--- src/rtl/wav_header_parser_defines.svh ---
// Assertion macros for the WAV header parser.
`ifndef WAV_HEADER_PARSER_DEFINES_SVH
`define WAV_HEADER_PARSER_DEFINES_SVH
`ifndef SYNTHESIS
`define WHP_ASSERT_IMPL(label, clk, rstn, ante, cons) \
  label: assert property (@(posedge clk) disable iff (!rstn) (ante) |-> (cons)) \
    else $error("assertion failed");
`define WHP_ASSERT_NEXT(label, clk, rstn, ante, cons) \
  label: assert property (@(posedge clk) disable iff (!rstn) (ante) |=> (cons)) \
    else $error("assertion failed");
`else
`define WHP_ASSERT_IMPL(label, clk, rstn, ante, cons)
`define WHP_ASSERT_NEXT(label, clk, rstn, ante, cons)
`endif
`endif

--- src/rtl/whp_pkg.sv ---
package whp_pkg;
  typedef enum logic [2:0] {
    PH_HEADER = 3'd0,
    PH_CHUNK  = 3'd1,
    PH_FMT    = 3'd2,
    PH_SKIP   = 3'd3,
    PH_ERROR  = 3'd4
  } phase_t;

  typedef enum logic [1:0] {
    CTL_RUN  = 2'd0,
    CTL_DIV  = 2'd1,
    CTL_OUT  = 2'd2
  } ctl_state_t;

  typedef enum logic [1:0] {
    TAG_OTHER = 2'd0,
    TAG_FMT   = 2'd1,
    TAG_DATA  = 2'd2
  } tag_t;

  localparam logic [2:0] ST_OK      = 3'd0;
  localparam logic [2:0] ST_BAD_RIFF = 3'd1;
  localparam logic [2:0] ST_SHORT_FMT = 3'd2;
  localparam logic [2:0] ST_MISSING = 3'd3;
  localparam logic [2:0] ST_ZERO    = 3'd4;
  localparam logic [2:0] ST_UNSUPP  = 3'd5;

  localparam logic [31:0] TAG_RIFF_LE = 32'h4646_4952;
  localparam logic [31:0] TAG_WAVE_LE = 32'h4556_4157;
  localparam logic [31:0] TAG_FMT_LE  = 32'h2074_6d66;
  localparam logic [31:0] TAG_DATA_LE = 32'h6174_6164;

  localparam int DivSteps = 32;

  typedef struct packed {
    logic take;
    logic last;
    logic div_start;
    logic div_step;
    logic clear;
  } dp_cmd_t;

  typedef struct packed {
    logic need_div;
    logic div_done;
  } dp_stat_t;
endpackage

--- src/rtl/whp_if.sv ---
interface whp_in_if;
  logic       valid;
  logic       ready;
  logic [7:0] data_byte;
  logic       last_byte;
  modport source (output valid, data_byte, last_byte, input ready);
  modport sink (input valid, data_byte, last_byte, output ready);
endinterface

interface whp_out_if;
  logic        valid;
  logic        ready;
  logic [2:0]  status;
  logic [31:0] sample_rate;
  logic [15:0] channel_count;
  logic [15:0] sample_bits;
  logic        float_format;
  logic [31:0] payload_offset;
  logic [31:0] payload_size;
  logic [30:0] frame_count;
  modport source (output valid, status, sample_rate, channel_count, sample_bits,
                  float_format, payload_offset, payload_size, frame_count,
                  input ready);
  modport sink (input valid, status, sample_rate, channel_count, sample_bits,
                float_format, payload_offset, payload_size, frame_count,
                output ready);
endinterface

--- src/rtl/whp_datapath.sv ---
module whp_datapath (
  input  logic              clk,
  input  logic              rst_n,
  input  whp_pkg::dp_cmd_t  cmd,
  input  logic [7:0]        data_byte,
  output whp_pkg::dp_stat_t stat,
  output logic [2:0]        status,
  output logic [31:0]       sample_rate,
  output logic [15:0]       channel_count,
  output logic [15:0]       sample_bits,
  output logic              float_format,
  output logic [31:0]       payload_offset,
  output logic [31:0]       payload_size,
  output logic [30:0]       frame_count
);
  import whp_pkg::*;

  phase_t      phase_r, phase_nxt;
  logic [3:0]  idx_r, idx_nxt;
  logic [31:0] shift_r, shift_nxt, sh;
  tag_t        tag_r, tag_nxt;
  logic [31:0] skip_r, skip_nxt, skip_dec;
  logic [31:0] pos_r, pos_nxt;
  logic [15:0] p_tag_r, p_tag_nxt, p_ch_r, p_ch_nxt, p_bits_r, p_bits_nxt;
  logic [31:0] p_rate_r, p_rate_nxt;
  logic [31:0] h_rate_r, h_rate_nxt, h_off_r, h_off_nxt, h_size_r, h_size_nxt;
  logic [15:0] h_ch_r, h_ch_nxt, h_bits_r, h_bits_nxt;
  logic        h_float_r, h_float_nxt;
  logic [1:0]  found_r, found_nxt;
  logic [2:0]  err_r, err_nxt;
  logic [2:0]  st_r, st_nxt;
  logic        need_r, need_nxt;
  // divider
  logic [31:0] quo_r, rem_r;
  logic [31:0] dvs_r;
  logic [5:0]  cnt_r;
  logic [32:0] trial;
  logic [31:0] divisor;

  assign sh = {data_byte, shift_r[31:8]};
  assign skip_dec = (skip_r != 32'd0) ? skip_r - 32'd1 : 32'd0;

  always_comb begin
    phase_nxt = phase_r; idx_nxt = idx_r; shift_nxt = shift_r; tag_nxt = tag_r;
    skip_nxt = skip_r; pos_nxt = pos_r;
    p_tag_nxt = p_tag_r; p_ch_nxt = p_ch_r; p_rate_nxt = p_rate_r; p_bits_nxt = p_bits_r;
    h_rate_nxt = h_rate_r; h_ch_nxt = h_ch_r; h_bits_nxt = h_bits_r;
    h_float_nxt = h_float_r; h_off_nxt = h_off_r; h_size_nxt = h_size_r;
    found_nxt = found_r; err_nxt = err_r;
    if (cmd.take && phase_r != PH_ERROR) begin
      if (pos_r != 32'hFFFF_FFFF) pos_nxt = pos_r + 32'd1;
      unique case (phase_r)
        PH_HEADER: begin
          shift_nxt = sh;
          idx_nxt = idx_r + 4'd1;
          if (idx_r == 4'd3 && sh != TAG_RIFF_LE) begin
            err_nxt = ST_BAD_RIFF; phase_nxt = PH_ERROR;
          end else if (idx_r == 4'd11) begin
            if (sh != TAG_WAVE_LE) begin
              err_nxt = ST_BAD_RIFF; phase_nxt = PH_ERROR;
            end else begin
              idx_nxt = 4'd0; shift_nxt = 32'd0; phase_nxt = PH_CHUNK;
            end
          end
        end
        PH_CHUNK: begin
          shift_nxt = sh;
          idx_nxt = idx_r + 4'd1;
          if (idx_r == 4'd3) begin
            if (sh == TAG_FMT_LE) tag_nxt = TAG_FMT;
            else if (sh == TAG_DATA_LE) tag_nxt = TAG_DATA;
            else tag_nxt = TAG_OTHER;
          end
          if (idx_r == 4'd7) begin
            idx_nxt = 4'd0; shift_nxt = 32'd0;
            if (tag_r == TAG_FMT) begin
              skip_nxt = (sh > 32'd16) ? sh - 32'd16 : 32'd0;
              phase_nxt = PH_FMT;
            end else begin
              if (tag_r == TAG_DATA) begin
                h_off_nxt = pos_nxt; h_size_nxt = sh; found_nxt[1] = 1'b1;
              end
              skip_nxt = sh;
              phase_nxt = (sh != 32'd0) ? PH_SKIP : PH_CHUNK;
            end
          end
        end
        PH_FMT: begin
          idx_nxt = idx_r + 4'd1;
          case (idx_r)
            4'd0: p_tag_nxt[7:0] = data_byte;
            4'd1: p_tag_nxt[15:8] = data_byte;
            4'd2: p_ch_nxt[7:0] = data_byte;
            4'd3: p_ch_nxt[15:8] = data_byte;
            4'd4: p_rate_nxt[7:0] = data_byte;
            4'd5: p_rate_nxt[15:8] = data_byte;
            4'd6: p_rate_nxt[23:16] = data_byte;
            4'd7: p_rate_nxt[31:24] = data_byte;
            4'd14: p_bits_nxt[7:0] = data_byte;
            4'd15: p_bits_nxt[15:8] = data_byte;
            default: ;
          endcase
          if (idx_r == 4'd15) begin
            h_rate_nxt = p_rate_r; h_ch_nxt = p_ch_r;
            h_bits_nxt = {data_byte, p_bits_r[7:0]};
            h_float_nxt = (p_tag_r == 16'd3);
            found_nxt[0] = 1'b1;
            p_tag_nxt = '0; p_ch_nxt = '0; p_rate_nxt = '0; p_bits_nxt = '0;
            idx_nxt = 4'd0; shift_nxt = 32'd0;
            phase_nxt = (skip_r != 32'd0) ? PH_SKIP : PH_CHUNK;
          end
        end
        PH_SKIP: begin
          skip_nxt = skip_dec;
          if (skip_dec == 32'd0) begin
            idx_nxt = 4'd0; shift_nxt = 32'd0; phase_nxt = PH_CHUNK;
          end
        end
        default: ;
      endcase
    end
  end

  // final status from next-state values
  always_comb begin
    logic [2:0] e;
    e = err_nxt;
    need_nxt = 1'b0;
    if (e == ST_OK && phase_nxt == PH_HEADER) e = ST_BAD_RIFF;
    else if (e == ST_OK && phase_nxt == PH_FMT) e = ST_SHORT_FMT;
    if (e != ST_OK) st_nxt = e;
    else if (found_nxt != 2'b11) st_nxt = ST_MISSING;
    else if (h_ch_nxt == 16'd0 || h_rate_nxt == 32'd0) st_nxt = ST_ZERO;
    else if ((h_float_nxt && h_bits_nxt == 16'd32) || h_bits_nxt == 16'd16) begin
      st_nxt = ST_OK; need_nxt = 1'b1;
    end else st_nxt = ST_UNSUPP;
  end

  assign divisor = (h_bits_r == 16'd16) ? {15'd0, h_ch_r, 1'b0} : {14'd0, h_ch_r, 2'b0};
  assign trial = {rem_r, quo_r[31]} - {1'b0, dvs_r};

  always_ff @(posedge clk) begin
    if (!rst_n || cmd.clear) begin
      phase_r <= PH_HEADER; idx_r <= '0; shift_r <= '0; tag_r <= TAG_OTHER;
      skip_r <= '0; pos_r <= '0;
      p_tag_r <= '0; p_ch_r <= '0; p_rate_r <= '0; p_bits_r <= '0;
      h_rate_r <= '0; h_ch_r <= '0; h_bits_r <= '0; h_float_r <= 1'b0;
      h_off_r <= '0; h_size_r <= '0; found_r <= '0; err_r <= '0;
      st_r <= '0; need_r <= 1'b0; cnt_r <= '0;
    end else begin
      phase_r <= phase_nxt; idx_r <= idx_nxt; shift_r <= shift_nxt; tag_r <= tag_nxt;
      skip_r <= skip_nxt; pos_r <= pos_nxt;
      p_tag_r <= p_tag_nxt; p_ch_r <= p_ch_nxt; p_rate_r <= p_rate_nxt;
      p_bits_r <= p_bits_nxt;
      h_rate_r <= h_rate_nxt; h_ch_r <= h_ch_nxt; h_bits_r <= h_bits_nxt;
      h_float_r <= h_float_nxt; h_off_r <= h_off_nxt; h_size_r <= h_size_nxt;
      found_r <= found_nxt; err_r <= err_nxt;
      if (cmd.take && cmd.last) begin
        st_r <= st_nxt; need_r <= need_nxt;
      end
      if (cmd.div_start) cnt_r <= 6'(DivSteps);
      else if (cmd.div_step && cnt_r != 6'd0) cnt_r <= cnt_r - 6'd1;
    end
  end

  always_ff @(posedge clk) begin
    if (cmd.take && cmd.last) quo_r <= '0;
    if (cmd.div_start) begin
      quo_r <= h_size_r; rem_r <= '0; dvs_r <= divisor;
    end else if (cmd.div_step && cnt_r != 6'd0) begin
      if (!trial[32]) begin
        rem_r <= trial[31:0]; quo_r <= {quo_r[30:0], 1'b1};
      end else begin
        rem_r <= {rem_r[30:0], quo_r[31]}; quo_r <= {quo_r[30:0], 1'b0};
      end
    end
  end

  assign stat.need_div = need_r;
  assign stat.div_done = (cnt_r == 6'd1);
  assign status = st_r;
  assign sample_rate = h_rate_r;
  assign channel_count = h_ch_r;
  assign sample_bits = h_bits_r;
  assign float_format = h_float_r;
  assign payload_offset = h_off_r;
  assign payload_size = h_size_r;
  assign frame_count = need_r ? quo_r[30:0] : 31'd0;
endmodule

--- src/rtl/whp_ctrl.sv ---
module whp_ctrl (
  input  logic              clk,
  input  logic              rst_n,
  input  logic              in_valid,
  input  logic              in_last,
  output logic              in_ready,
  output logic              out_valid,
  input  logic              out_ready,
  input  whp_pkg::dp_stat_t stat,
  output whp_pkg::dp_cmd_t  cmd
);
  import whp_pkg::*;

  ctl_state_t state_r, state_nxt;
  logic       dstart_r, dstart_nxt;

  always_comb begin
    state_nxt = state_r;
    dstart_nxt = 1'b0;
    unique case (state_r)
      CTL_RUN: if (in_valid && in_last) begin
        state_nxt = CTL_DIV; dstart_nxt = 1'b1;
      end
      CTL_DIV: if (!dstart_r && (!stat.need_div || stat.div_done)) state_nxt = CTL_OUT;
      CTL_OUT: if (out_ready) state_nxt = CTL_RUN;
      default: state_nxt = CTL_RUN;
    endcase
  end

  always_comb begin
    in_ready = (state_r == CTL_RUN);
    out_valid = (state_r == CTL_OUT);
    cmd.take = in_valid && (state_r == CTL_RUN);
    cmd.last = in_last;
    cmd.div_start = dstart_r;
    cmd.div_step = (state_r == CTL_DIV);
    cmd.clear = (state_r == CTL_OUT) && out_ready;
  end

  always_ff @(posedge clk) begin
    if (!rst_n) begin
      state_r <= CTL_RUN; dstart_r <= 1'b0;
    end else begin
      state_r <= state_nxt; dstart_r <= dstart_nxt;
    end
  end
endmodule

--- src/rtl/wav_header_parser.sv ---
// channel  dir  payload
// in       sink data_byte[8], last_byte
// out      src  status, fmt fields, payload info, frame_count
// One byte per cycle while parsing. On the last byte the frame count comes
// from a radix-2 divider that runs in the divide state before out_valid
// rises; when status is not ok out_valid does not wait for the divider.
// No byte is taken from the last byte until the result beat is taken.
// Synchronous active-low reset returns to the RIFF header phase.
`include "wav_header_parser_defines.svh"
module wav_header_parser (
  input logic clk,
  input logic rst_n,
  whp_in_if.sink    in_ch,
  whp_out_if.source out_ch
);
  import whp_pkg::*;

  dp_cmd_t  cmd;
  dp_stat_t stat;

  whp_ctrl u_ctrl (
    .clk, .rst_n,
    .in_valid(in_ch.valid), .in_last(in_ch.last_byte), .in_ready(in_ch.ready),
    .out_valid(out_ch.valid), .out_ready(out_ch.ready),
    .stat, .cmd
  );

  whp_datapath u_dp (
    .clk, .rst_n, .cmd, .data_byte(in_ch.data_byte), .stat,
    .status(out_ch.status), .sample_rate(out_ch.sample_rate),
    .channel_count(out_ch.channel_count), .sample_bits(out_ch.sample_bits),
    .float_format(out_ch.float_format), .payload_offset(out_ch.payload_offset),
    .payload_size(out_ch.payload_size), .frame_count(out_ch.frame_count)
  );

  `WHP_ASSERT_IMPL(a_no_overlap, clk, rst_n, out_ch.valid, !in_ch.ready)
  `WHP_ASSERT_NEXT(a_last_blocks, clk, rst_n, in_ch.valid && in_ch.ready && in_ch.last_byte, !in_ch.ready)
  `WHP_ASSERT_IMPL(a_frames_ok, clk, rst_n, out_ch.valid && out_ch.status != ST_OK, out_ch.frame_count == 31'd0)
endmodule

--- src/flat_wrapper.sv ---
// flat-port wrapper written by rule: the top's interface ports become plain ports
module wav_header_parser_flat import whp_pkg::*;
  (clk, rst_n, in_ch_valid, in_ch_data_byte, in_ch_last_byte, in_ch_ready, out_ch_valid, out_ch_status, out_ch_sample_rate, out_ch_channel_count, out_ch_sample_bits, out_ch_float_format, out_ch_payload_offset, out_ch_payload_size, out_ch_frame_count, out_ch_ready);
  whp_in_if in_ch_i ();
  whp_out_if out_ch_i ();
  input logic clk;
  input logic rst_n;
  input wire logic [$bits(in_ch_i.valid)-1:0] in_ch_valid;
  input wire logic [$bits(in_ch_i.data_byte)-1:0] in_ch_data_byte;
  input wire logic [$bits(in_ch_i.last_byte)-1:0] in_ch_last_byte;
  output wire logic [$bits(in_ch_i.ready)-1:0] in_ch_ready;
  output wire logic [$bits(out_ch_i.valid)-1:0] out_ch_valid;
  output wire logic [$bits(out_ch_i.status)-1:0] out_ch_status;
  output wire logic [$bits(out_ch_i.sample_rate)-1:0] out_ch_sample_rate;
  output wire logic [$bits(out_ch_i.channel_count)-1:0] out_ch_channel_count;
  output wire logic [$bits(out_ch_i.sample_bits)-1:0] out_ch_sample_bits;
  output wire logic [$bits(out_ch_i.float_format)-1:0] out_ch_float_format;
  output wire logic [$bits(out_ch_i.payload_offset)-1:0] out_ch_payload_offset;
  output wire logic [$bits(out_ch_i.payload_size)-1:0] out_ch_payload_size;
  output wire logic [$bits(out_ch_i.frame_count)-1:0] out_ch_frame_count;
  input wire logic [$bits(out_ch_i.ready)-1:0] out_ch_ready;
  assign in_ch_i.valid = in_ch_valid;
  assign in_ch_i.data_byte = in_ch_data_byte;
  assign in_ch_i.last_byte = in_ch_last_byte;
  assign in_ch_ready = in_ch_i.ready;
  assign out_ch_valid = out_ch_i.valid;
  assign out_ch_status = out_ch_i.status;
  assign out_ch_sample_rate = out_ch_i.sample_rate;
  assign out_ch_channel_count = out_ch_i.channel_count;
  assign out_ch_sample_bits = out_ch_i.sample_bits;
  assign out_ch_float_format = out_ch_i.float_format;
  assign out_ch_payload_offset = out_ch_i.payload_offset;
  assign out_ch_payload_size = out_ch_i.payload_size;
  assign out_ch_frame_count = out_ch_i.frame_count;
  assign out_ch_i.ready = out_ch_ready;
  wav_header_parser u_core (.clk(clk), .rst_n(rst_n), .in_ch(in_ch_i), .out_ch(out_ch_i));
endmodule
--- config.mk ---
export PLATFORM = sky130hd
export DESIGN_NAME = wav_header_parser_flat
export DESIGN_NICKNAME = d
export VERILOG_FILES = /design/src/rtl/whp_pkg.sv /design/src/rtl/whp_if.sv /design/src/rtl/whp_datapath.sv /design/src/rtl/whp_ctrl.sv /design/src/rtl/wav_header_parser.sv /design/src/flat_wrapper.sv
export VERILOG_INCLUDE_DIRS = /design/src /design/src/rtl
export SDC_FILE = /design/constraint.sdc
export NUM_CORES = 1
export LEC_CHECK = 0
export BUFFER_PORTS_ARGS = -buffer_cell sky130_fd_sc_hd__buf_2
export CORE_AREA = 2 2 190 192
export CTS_BUF_LIST = sky130_fd_sc_hd__clkbuf_2 sky130_fd_sc_hd__clkbuf_4 sky130_fd_sc_hd__clkbuf_8
export CTS_CLUSTER_SIZE = 14
export DETAILED_ROUTE_END_ITERATION = 10
export DIE_AREA = 0 0 192 194
export GPL_ROUTABILITY_DRIVEN = 0
export PLACE_DENSITY = 0.78
export SYNTH_ARGS = -nofsm -noshare
export SYNTH_HDL_FRONTEND = slang
export SYNTH_SLANG_ARGS = --single-unit
--- constraint.sdc ---
create_clock -name clk -period 3.09 [get_ports clk]
set_clock_uncertainty 0.15 [all_clocks]
set_input_delay 0.1545 -clock clk [delete_from_list [all_inputs] [get_ports clk]]
set_output_delay 0.1545 -clock clk [all_outputs]
set_load 0.02 [all_outputs]
* After elaboration in Yosys (flattened, before gate mapping)
Index checks and enable logic that the tools add are counted.
** Operators by class
- Add/subtract/negate cells :: 6
- Order comparisons :: 1
- Eq/ne operators :: 36
- Bitwise logic cells :: 1
- Mux-type cells :: 94
- Reductions and logical operators :: 60
** Operators by type and width (count)
- 32-bit two-way mux :: 19
- 16-bit two-way mux :: 8
- 32-bit case mux with 4 select lines :: 1
- 8-bit two-way mux :: 10
- 32-bit logical NOT :: 2
- 32-bit by 31-bit inequality test with 1-bit output (second input constant) :: 2
- 32-bit case mux with 2 select lines :: 1
- 32-bit nonzero test :: 2
- 3-bit two-way mux :: 18
- 3-bit AND reduction :: 13
- 33-bit by 32-bit subtractor with 33-bit output :: 1
- 32-bit by 1-bit adder with 32-bit output (second input constant) :: 1
- 16-bit by 5-bit equality test with 1-bit output (second input constant) :: 2
- 32-bit by 30-bit equality test with 1-bit output (second input constant) :: 1
- 32-bit by 31-bit equality test with 1-bit output (second input constant) :: 1
- 32-bit by 5-bit greater-than comparator with 1-bit output (second input constant) :: 1
- 32-bit inequality test (second input constant) :: 1
- 32-bit by 1-bit subtractor with 32-bit output (second input constant) :: 1
- 32-bit by 5-bit subtractor with 32-bit output (second input constant) :: 1
- 31-bit two-way mux :: 1
- 4-bit two-way mux :: 6
- 2-bit nonzero test :: 11
- 2-bit two-way mux :: 9
- 17-bit two-way mux :: 1
- other kinds (36) :: 84
** Word-level totals
- Input port bits :: 13
- Flip-flop bits (word level) :: 420
- Output and inout port bits :: 165

* Depth between registers and ports, before layout
- Word-level depth :: 12
- Mapped depth :: 12

* Hierarchy
Synthesis repeated with hierarchy kept, for this count alone.
** Unflattened totals
- Cell total of the unflattened synthesis :: 2329
- Area total of the unflattened synthesis :: 19542.5 um2
** Modules (own cells, without submodules)
- whp_datapath :: cells each 2312, sequential area each 8378.0 um2, times used 1, area each 19382.3 um2
- whp_ctrl :: cells each 17, sequential area each 60.1 um2, times used 1, area each 160.2 um2

* Worst setup path before layout
No wires, ideal clock.
- Path type :: reg-to-reg
- From :: register u_core.u_dp.skip_r[0]
- To :: register u_core.u_dp.shift_r[30]
- Slack :: -0.255 ns
- Path buffers :: 1
- Library setup time :: 0.117 ns
- Data required time :: 2.823 ns
- Clock period less this slack :: 3.345 ns
- Stages on the path, launching flop included :: 12
- Data arrival time :: 3.078 ns
- Cells stage by stage :: dfxtp_1 -> inv_1 -> ha_1 -> nor4b_4 -> nand3_1 -> o41ai_1 -> nand4_1 -> or4_1 -> or2_1 -> a21o_1 -> buf_1 -> a22o_1
** On the way
- Cells in the longest elaborated chain, start to end :: 5
** RTL lines
- start, declared :: RTL line whp_datapath.sv:22 : logic [31:0] skip_r, skip_nxt, skip_dec;
- start signal, assigned :: RTL line whp_datapath.sv:152 : skip_r <= skip_nxt; pos_r <= pos_nxt;
- 32-bit by 1-bit subtractor with 32-bit output or 32-bit nonzero test (tied branches) :: RTL line whp_datapath.sv:41 : assign skip_dec = (skip_r != 32'd0) ? skip_r - 32'd1 : 32'd0;
- 32-bit two-way mux (*) :: RTL line whp_datapath.sv:41
- 32-bit logical NOT (*) :: RTL line whp_datapath.sv:115 : if (skip_dec == 32'd0) begin
- 2-bit inequality test (no line) (*)
- 4-bit AND reduction (no line) (*)
- end signal, assigned :: RTL line whp_datapath.sv:151 : phase_r <= phase_nxt; idx_r <= idx_nxt; shift_r <= shift_nxt; tag_r <= tag_nxt;
- end, declared :: RTL line whp_datapath.sv:20 : logic [31:0] shift_r, shift_nxt, sh;
Every way passes the cells marked *; elsewhere a longest branch is shown, timed or not.
A chain may end at the register's enable or synchronous reset.

* Final worst setup path
- From :: register u_core.u_dp.skip_r[0]
- To :: register u_core.u_dp.shift_r[15]
Same word-level chain as after synthesis.

==> results_dict.tcl <==
set metrics [dict create \
    status "complete, but fails checks" \
    failed_checks "negative setup slack" \
    avgSynthCellArea_sq_um 8.30 \
    num-nets-final 2646 \
    maxSlewViolCount 0 \
    cellInternalPower_mw 9.00 \
    post_dp_cell_area_sq_um 21700 \
    grt_pass1_vias 17900 \
    cts_buffer_depth 3 \
    hp-class "in -> reg" \
    layout-drive-gt1-share_pct 20.8 \
    worst-path-max-fanout 24 \
    fin_crit_sh_pct 101 \
    synth_seq_cells 397 \
    yosysWarnings 0 \
    rsz0062_at_grt "true" \
    worstSetupPathType "reg -> reg" \
    cts_buffers 68 \
    area_growth_pct 20.9 \
    endpoint_kind "flip-flop" \
    synth_edf_count 49 \
    grt.overflow.total 0 \
    power_density_nw_per_um2 524 \
    pwr-share-seq_pct 44.9 \
    multiInputGateArea_sq_um 10700 \
    dieWidth_um 192 \
    wl_per_cell_um 18.2 \
    register_area_sq_um 8450 \
    antenna_found_initial 2 \
    layout_setup_ws_ns -0.0248 \
    drt-initial-drc-count 1697 \
    clockPowerShare_pct 39.6 \
    dieHeight_um 194 \
    start_util_pct 55.4 \
    port_buffers 177 \
    drtPass1Iterations 5 \
    yosysSeqAreaShare_pct 43.2 \
    drtAntennaViolNets 0 \
    clkSlewWorstSetupHoldPaths_ns 0.06 \
    nFillCells 2799 \
    htree_levels 3 \
    p_sw_mw 3.37 \
    cts_tree "done" \
    synth_area_sq_um 19500 \
    cts-root-buf "clkbuf_8" \
    mostFrequentLayoutCell "nand2_1" \
    clock_sinks 397 \
    grt_pass1_wl_mm 90.7 \
    clkLatencyLatePin_ns 0.63 \
    period_minus_slack_ns 3.11 \
    critPathRequiredTime_ns 3.43 \
    synthArstFlopShare_pct 0 \
    reg2reg_slack_ns -0.02 \
    final_hold_viol_count 0 \
    max_freq_mhz 321 \
    drc_errors 0 \
    vias 18700 \
    startpoint_type "flip-flop" \
    layout_common_cells "nand2_1, dfxtp_1, nor2_1" \
    antennaDiodeCount 0 \
    netlist_instances 2352 \
    place_hpwl_mm 37.7 \
    grt_max_degree 138 \
    routed_wl_mm 56.6 \
    cap_violations 0 \
    synth_cell_types 80 \
    design_area_sq_um 23600 \
    p_leak_nw 9.50 \
    fp.dieArea_sq_um 37200 \
    ioPinCount 178 \
    setup_viol 26 \
    ir_drop_mv 0.585 \
    viasPerCell 6.03 \
    num_rows 69 \
    crit_arrival_ns 3.46 \
    synth_nets 2395 \
    slew_headroom_pct 20.1 \
    worst_hold_slack_ns 0.0720 \
    swShare_pct 27.2 \
    synth-main-ff-cell "dfxtp_1" \
    worst_pin_slew_ns 1.20 \
    core_area_sq_um 35200 \
    grtUsageTotal_pct 29.6 \
    finalPower_mw 12.4 \
    p_comb_share_pct 15.5 \
]
[flip-flops by register name (all words and copies together) (netlist names), 4 cells and up]
signal                      flops
u_core.u_dp.p_tag_r            16
u_core.u_dp.channel_count      16
u_core.u_dp.sample_rate        32
u_core.u_dp.shift_r            24
u_core.u_dp.cnt_r               6
u_core.u_dp.p_rate_r           32
u_core.u_dp.p_bits_r            8
u_core.u_dp.rem_r              32
u_core.u_dp.idx_r               4
u_core.u_dp.skip_r             32
u_core.u_dp.pos_r              32
u_core.u_dp.dvs_r              17
u_core.u_dp.quo_r              32
u_core.u_dp.sample_bits        16
u_core.u_dp.payload_size       32
u_core.u_dp.payload_offset     32
u_core.u_dp.p_ch_r             16
[worst max-delay path, stage by stage (launching register included)]
cell and delay (ns):
dfxtp_4 0.36, inv_4 0.06, ha_4 0.17, nor4b_4 0.27
nand3_2 0.17, buf_6 0.16, o31ai_4 0.19, nand4_1 0.12
or4_4 0.54, or2_4 0.27, a21o_1 0.19, buf_12 0.16
a22o_1 0.19
[routing by layer]
| metal | GRT usage, % | share of wire [%] | vias up |
|---|---|---|---|
| met5 | 0 | 0.028 | - |
| met3 | 6.06 | 8.8 | 156 |
| li1 | - | - | 8826 |
| met1 | 39.3 | 42 | 8923 |
| met2 | 46.8 | 46 | 838 |
| met4 | 12.5 | 3.3 | 2 |
[repair_timing]
action	CTS	global route
gates resized for setup	27	36
pin swaps	21	16
hold buffers	13	0
endpoints found under the setup margin	58	60
hold endpoints to repair	36	0
buffers inserted	4	3
[layout make-up]
cell class                 count  share of cell area, %
clock buffer                 105                   5.54
clock inverter                12                  0.424
inverter                      38                  0.615
multi-input combinational   1747                   45.2
sequential                   397                   35.8
tap                          461                   2.44
timing repair buffer         351                   9.99
[cells in the mapped netlist, drive strengths merged (8+ instances only)]
master  number  area share [%]
ha          29             1.9
a31oi       14            0.45
nand2b      18            0.58
a21oi      162             4.2
dfxtp      348              36
o21ai      127             3.3
and2        50             1.6
a22o        28             1.3
nor3        51             1.3
and3        17            0.54
nand2      363             7.0
clkbuf     147             2.8
nor4        67             2.2
o211ai       8            0.31
xnor2       70             3.1
a22oi       13            0.50
or4         21            0.83
buf         23            0.55
and4         9            0.40
edfxtp      49             7.5
mux2i       79             4.1
nor2       252             4.8
nand4       31            0.99
nand3       59             1.5
o22ai       11            0.35
nor2b       14            0.45
mux2        15            0.87
nor4b        8            0.44
a21o        13            0.50
nor3b        9            0.35
a211oi      43             1.7
inv         38            0.73
or3         16            0.54
xor2        44             2.0
[final timing paths]
kind | cells past startpoint | startpoint | to
hold / removal | 5 | in_ch_valid | u_core.u_dp.status[2]
setup / recovery | 12 | u_core.u_dp.skip_r[0] | u_core.u_dp.shift_r[15]
hold reg to reg | 2 | u_core.u_dp.payload_offset[20] | u_core.u_dp.payload_offset[20]
setup reg to reg | 12 | u_core.u_dp.skip_r[0] | u_core.u_dp.shift_r[15]
[logic make-up (layout without fill, tap and decap cells)]
group	Yosys count	in the layout	synth area share, %
buf+inv	208	506	4.11
fa+ha+maj	30	30	1.96
mux	94	94	4.92
xor+xnor	114	114	5.12
flops	397	397	43.2
simple gates	1015	1015	24.9
compound gates	494	494	15.8
[power groups by stage]
| stage | clock [mW] | sequential, mW | combinational [mW] |
|---|---|---|---|
| after floorplan | 0 | 5.60 | 1.19 |
| after global placement | 0 | 5.64 | 1.65 |
| after detailed placement | 0 | 5.65 | 1.70 |
| after CTS | 4.98 | 5.54 | 1.77 |
| after global routing | 5.23 | 5.57 | 2.07 |
| final | 4.90 | 5.55 | 1.91 |
[metrics by stage]
stage               util (%)  setup WS (ns)  cells  setup TNS (ns)
finish                  67.0        -0.0248   3111          -0.263
floorplan                  -         -0.115   2352           -1.14
detailed placement      61.6         -0.199   2974           -8.89
CTS                     66.3        -0.0180   3108         -0.0351
global placement        61.6         -0.176   2974           -5.91
global route            67.0         -0.137   3111           -3.81
(Power assumes the default switching activity.)
